**src/hdl/kabf_pkg.sv**
```systemverilog
package kabf_pkg;

    localparam int unsigned DataWidth  = 32;
    localparam int unsigned NoiseWidth = 31;
    localparam int unsigned DtWidth    = 16;
    localparam int unsigned CfgIdxWidth = 2;

    localparam logic [CfgIdxWidth-1:0] CFG_ANGLE_NOISE = 2'd0;
    localparam logic [CfgIdxWidth-1:0] CFG_BIAS_NOISE  = 2'd1;
    localparam logic [CfgIdxWidth-1:0] CFG_MEAS_NOISE  = 2'd2;

    localparam logic [NoiseWidth-1:0] ANGLE_NOISE_RESET = 31'd16777;
    localparam logic [NoiseWidth-1:0] BIAS_NOISE_RESET  = 31'd50332;
    localparam logic [NoiseWidth-1:0] MEAS_NOISE_RESET  = 31'd503316;

    localparam logic CMD_UPDATE = 1'b0;
    localparam logic CMD_FORCE  = 1'b1;

    // Datapath micro-operations, one per controller step
    typedef enum logic [4:0] {
        OP_NOP,
        OP_LOAD,      // capture inputs
        OP_FORCE,     // angle <= measured angle
        OP_RATE,      // rate = sat(mr - bias)
        OP_ANG_PRED,  // ang += rs16(dt*rate)
        OP_T,         // t = rs16(dt*p11)
        OP_INNER,     // inner = t - p01 - p10 + q_angle
        OP_P00_PRED,  // p00 += rs16(dt*inner)
        OP_P01_PRED,  // p01 -= t ; p10 -= t
        OP_P11_PRED,  // p11 += rs16(q_bias*dt)
        OP_S,         // s = p00 + r
        OP_DIV0,      // start divide p00/s
        OP_DIV0_END,  // k0 <= quotient
        OP_DIV1,      // start divide p10/s
        OP_DIV1_END,  // k1 <= quotient
        OP_Y,         // y = sat(ma - ang)
        OP_ANG_COR,   // ang += rs24(k0*y)
        OP_BIAS_COR,  // bias += rs24(k1*y)
        OP_P00_COR,
        OP_P01_COR,
        OP_P10_COR,
        OP_P11_COR
    } dp_op_t;

    typedef struct packed {
        dp_op_t op;
    } dp_cmd_t;

    typedef struct packed {
        logic div_busy;
    } dp_status_t;

    function automatic logic signed [DataWidth-1:0] sat32(input logic signed [65:0] v);
        logic signed [65:0] mx;
        logic signed [65:0] mn;
        begin
            mx = 66'sd2147483647;
            mn = -66'sd2147483648;
            if (v > mx)
                sat32 = 32'sh7FFFFFFF;
            else if (v < mn)
                sat32 = 32'sh80000000;
            else
                sat32 = v[DataWidth-1:0];
        end
    endfunction

endpackage

```
**src/hdl/kabf_ctrl.sv**
```systemverilog
module kabf_ctrl (
    input  logic                 clk,
    input  logic                 rst_n,
    input  logic                 in_valid,
    output logic                 in_ready,
    input  logic                 command,
    output logic                 out_valid,
    input  logic                 out_ready,
    output kabf_pkg::dp_cmd_t    cmd,
    input  kabf_pkg::dp_status_t status
);
    import kabf_pkg::*;

    typedef enum logic [1:0] {
        ST_IDLE,
        ST_RUN,
        ST_WAIT,
        ST_DONE
    } state_t;

    state_t state_reg;
    dp_op_t op_reg;
    logic   out_valid_reg;
    logic   cmd_reg;
    logic   div1_reg;

    always_ff @(posedge clk or negedge rst_n)
    begin
        if (!rst_n)
        begin
            state_reg     <= ST_IDLE;
            op_reg        <= OP_NOP;
            out_valid_reg <= 1'b0;
            cmd_reg       <= CMD_UPDATE;
        end
        else
        begin
            if (out_valid_reg && out_ready)
                out_valid_reg <= 1'b0;
            unique case (state_reg)
                ST_IDLE:
                begin
                    if (in_valid && !out_valid_reg)
                    begin
                        cmd_reg   <= command;
                        op_reg    <= OP_LOAD;
                        state_reg <= ST_RUN;
                    end
                    else
                        op_reg <= OP_NOP;
                end
                ST_RUN:
                begin
                    priority if (op_reg == OP_LOAD)
                        op_reg <= (cmd_reg == CMD_FORCE) ? OP_FORCE : OP_RATE;
                    else if (op_reg == OP_FORCE || op_reg == OP_P11_COR)
                    begin
                        op_reg    <= OP_NOP;
                        state_reg <= ST_DONE;
                    end
                    else if (op_reg == OP_DIV0 || op_reg == OP_DIV1)
                    begin
                        op_reg    <= OP_NOP;
                        state_reg <= ST_WAIT;
                    end
                    else
                        op_reg <= dp_op_t'(op_reg + 5'd1);
                end
                ST_WAIT:
                begin
                    if (!status.div_busy)
                    begin
                        op_reg    <= (!div1_reg) ? OP_DIV0_END : OP_DIV1_END;
                        state_reg <= ST_RUN;
                    end
                end
                ST_DONE:
                begin
                    out_valid_reg <= 1'b1;
                    state_reg     <= ST_IDLE;
                end
                default: state_reg <= ST_IDLE;
            endcase
        end
    end

    // Track which division is in flight
    always_ff @(posedge clk or negedge rst_n)
    begin
        if (!rst_n)
            div1_reg <= 1'b0;
        else if (op_reg == OP_DIV0)
            div1_reg <= 1'b0;
        else if (op_reg == OP_DIV1)
            div1_reg <= 1'b1;
    end

    assign in_ready  = (state_reg == ST_IDLE) && !out_valid_reg;
    assign out_valid = out_valid_reg;
    assign cmd.op    = op_reg;

`ifndef SYNTHESIS
    a_no_accept_while_busy: assert property (@(posedge clk) disable iff (!rst_n)
        (state_reg != ST_IDLE) |-> !in_ready)
        else $error("input taken while busy");
    a_result_after_done: assert property (@(posedge clk) disable iff (!rst_n)
        (state_reg == ST_DONE) |=> out_valid)
        else $error("result not raised");
    a_wait_after_div: assert property (@(posedge clk) disable iff (!rst_n)
        (op_reg == OP_DIV0) |=> (state_reg == ST_WAIT))
        else $error("divider not awaited");
`endif

endmodule

```
**config.mk**
```make
export PLATFORM = sky130hd
export DESIGN_NAME = kabf_ctrl
export DESIGN_NICKNAME = d
export VERILOG_FILES = /design/src/hdl/kabf_pkg.sv /design/src/hdl/kabf_ctrl.sv
export SDC_FILE = /design/constraint.sdc
export NUM_CORES = 1
export LEC_CHECK = 0
export BUFFER_PORTS_ARGS = -buffer_cell sky130_fd_sc_hd__buf_2
export CAP_MARGIN = 20
export CORE_MARGIN = 3
export CORE_UTILIZATION = 49
export DETAILED_ROUTE_END_ITERATION = 10
export PLACE_DENSITY = 0.68
export SETUP_SLACK_MARGIN = 0.1
export SKIP_LAST_GASP = 1
export SYNTH_ARGS = -nofsm -noshare
export SYNTH_HDL_FRONTEND = slang
export SYNTH_SLANG_ARGS = --single-unit
```
**constraint.sdc**
```tcl
create_clock -name clk -period 2.39 [get_ports clk]
set_input_delay 0 -clock clk [delete_from_list [all_inputs] [get_ports clk]]
set_output_delay 0 -clock clk [all_outputs]
set_load 0.05 [all_outputs]
```
==> results.ini <==
[route]
wl_met3_um = 89
drt_wl_total_mm = 1.87
vias = 763
drc = 0
vias_per_cell = 6.01
met2_length_um = 907
first_pass_iters = 4
routedWlPerCell_um = 14.7
antenna_left = 0
drtIter0Drc = 22
top_layer = met4
wl_met1_um = 839

[cells_and_area]
largest_reg_flops = 6
diodes = 0
nNetsFinal = 126
drive_above_1_share = 0.180
syn_to_final_growth_pct = 15.7
fin_util = 0.621
finalInstanceArea_um2 = 957

[global_route]
grt_remaining_overflow = 0
first_global_vias = 686
grt_util_all_layers = 0.191
grt_max_degree = 13
grt_pass1_wl_mm = 2.97
grt_antenna_before_repair = 0

[critical_path]
cp-end-kind = flop
worstPathArrival_ps = 1940
start_kind = flop
cp_max_fo = 6
critPathKind = flop to flop
crit_required_ps = 2570

[sta]
final-hold-violation-count = 0
setup_viol_count_final = 0
rsz0062_at_grt = no
relSlewSlack = 0.730
min_period_ps = 1770
tightest_slew_ps = 405
setup_tns_ps = 0
fmax_ghz = 0.566
slew_viol_final = 0
post-route-period-util = 0.739
skew_ps = 0.445
finalHoldWorstSlack_ps = 93.3

[clocking]
cts_tree = built
ctsLongestPathBuffers = 2
htree_levels = 1
clk_pin_slew_worst_paths_ps = 70
numCtsBuffers = 3
cts_root_buf = clkbuf_4
ctsHoldBuffers = 3
post_cts_buffers = 0
cts_resized = 0
cts_num_sinks = 10
clock_latency_ps = 270

[floorplan]
fp.dieArea_mm2 = 0.00222
ios = 13
initial_core_util = 0.537
die_y_um = 47.1
die_w_um = 47.1
row_count = 14
core_mm2 = 0.00154

[synth]
synth_compound_area_frac = 0.218
synth_top_cell_area_share = 0.303
synth-simple-area-share = 0.231
synth_seq_area_share = 0.303
synth_top_area_cell = dfrtp_1
synth-warning-count = 0
syn_area_um2 = 827
synth_seq_cells = 10
postSynthCellCount = 94
synth-xor-area-share = 0.0318
ys_top_cells_by_area = dfrtp_1, ha_1, inv_1
synthAdderAreaFrac = 0.121
synthMuxAreaShare = 0.0257
synth_top_family_by_area = simple AND/OR/NAND/NOR gates
ys_types = 37
avgSynthCellArea_um2 = 8.80
synth_nets = 108

[power_and_ir_drop]
leakagePower_uw = 0.000472
finalPower_uw = 1160
power.density_mw_per_mm2 = 1210
vdd_drop_max_v = 0.000733

[placed_design]
dpl.hpwl_mm = 1.40
dpl_cell_area_um2 = 891
portBuffers = 12
gp_congestion = 0.808

[status]
status = complete, no violations

[min_path]
min_path_type = input port to flop

[flow_run]
maxCapViolCount = 0

==> logic make-up (layout without fill, tap and decap cells) <==
| family | Yosys count | count (layout) |
|---|---|---|
| flip-flops | 10 | 10 |
| buffers and inverters | 13 | 30 |
| XOR/XNOR | 3 | 3 |
| AO/OA/AOI/OAI | 24 | 24 |
| AND/OR/NAND/NOR | 34 | 34 |
| multiplexers | 2 | 2 |
| adder cells (fa/ha/maj) | 8 | 8 |
==> area by class of cell <==
type                            count  area (um2)
Clock buffer                        4        36.3
Fill cell                         140         584
Inverter                           11        41.3
Multi-Input combinational cell     71         519
Sequential cell                    10         250
Tap cell                           16        20.0
Timing Repair Buffer               15        90.1
==> layout by cell type (no fill, tap or decap), drive strengths merged, types with 3 or more instances in the layout <==
cell,n
buf,12
inv,11
dfrtp,10
ha,8
nand2,7
nand3,6
a21oi,6
nor2,5
clkbuf,4
nand4,3
nand2b,3
a41oi,3
dlygate4sd3,3
o21ai,3
==> metal layers <==
layer | global-route usage | vias to the layer above
met5 | 0 | -
met4 | 0.0994 | 0
met3 | 0.0230 | 5
met2 | 0.320 | 21
met1 | 0.240 | 362
li1 | - | 375
==> final timing paths <==
kind | start | end | slack (ps) | cells past startpoint
min in group asynchronous | rst_n | div1_reg$_DFFE_PN0P_ | 120 | 2
min reg2reg | cmd_reg$_DFFE_PN0P_ | cmd_reg$_DFFE_PN0P_ | 520 | 1
max reg2reg | cmd[1]$_DFFE_PN0P_ | cmd[1]$_DFFE_PN0P_ | 620 | 6
min | in_valid | cmd_reg$_DFFE_PN0P_ | 90 | 3
max in group asynchronous | rst_n | state_reg[0]$_DFFE_PN0P_ | 2070 | 2
max | cmd[1]$_DFFE_PN0P_ | cmd[1]$_DFFE_PN0P_ | 620 | 6
==> stage by stage <==
| step | setup WS (ps) | cells |
|---|---|---|
| 3_5_place_dp | 634 | 120 |
| 4_1_cts | 612 | 127 |
| 5_1_grt | 495 | 127 |
| 2_1_floorplan | 471 | 94 |
| 6_report | 624 | 127 |
| 3_3_place_gp | 644 | 120 |
==> worst max-delay path, cell delays in order, from the launching register on <==
cell     delay, ps
dfrtp_1        420
inv_1          100
ha_1           260
or4b_4         500
nand2_1         80
a31oi_1         40
o32ai_1        270
==> cells in the mapped netlist <==
master and count:
and2_1 2, nand2_1 7, mux2_2 1, inv_1 11, o22a_1 1, or4b_2 1
o21ai_0 1, buf_2 1, a21boi_0 1, mux2i_1 1, o221ai_1 1, nand3b_1 2
o21ai_1 1, a22o_1 1, nand3_1 6, nor3b_1 1, a21oi_1 6, xnor2_1 1
or4b_4 1, nor2_1 5, and2b_1 1, o22ai_1 2, o31ai_1 1, a31oi_1 1
nand4_1 3, o32ai_1 1, a41oi_1 3, o21ai_4 1, nand2b_1 3, nor2b_1 2
ha_1 8, a21o_1 1, a2111o_1 1, xor2_1 2, buf_6 1, o32a_1 1
dfrtp_1 10
==> report_power, final <==
| part | switching (uW) | leakage (uW) | internal, uW |
|---|---|---|---|
| Combinational | 435 | 0.000320 | 265 |
| Sequential | 79.8 | 0.000131 | 221 |
| Clock | 62.8 | 0.0000210 | 92.7 |
| Total | 577 | 0.000472 | 579 |
Power figures use the tool's default switching activity.
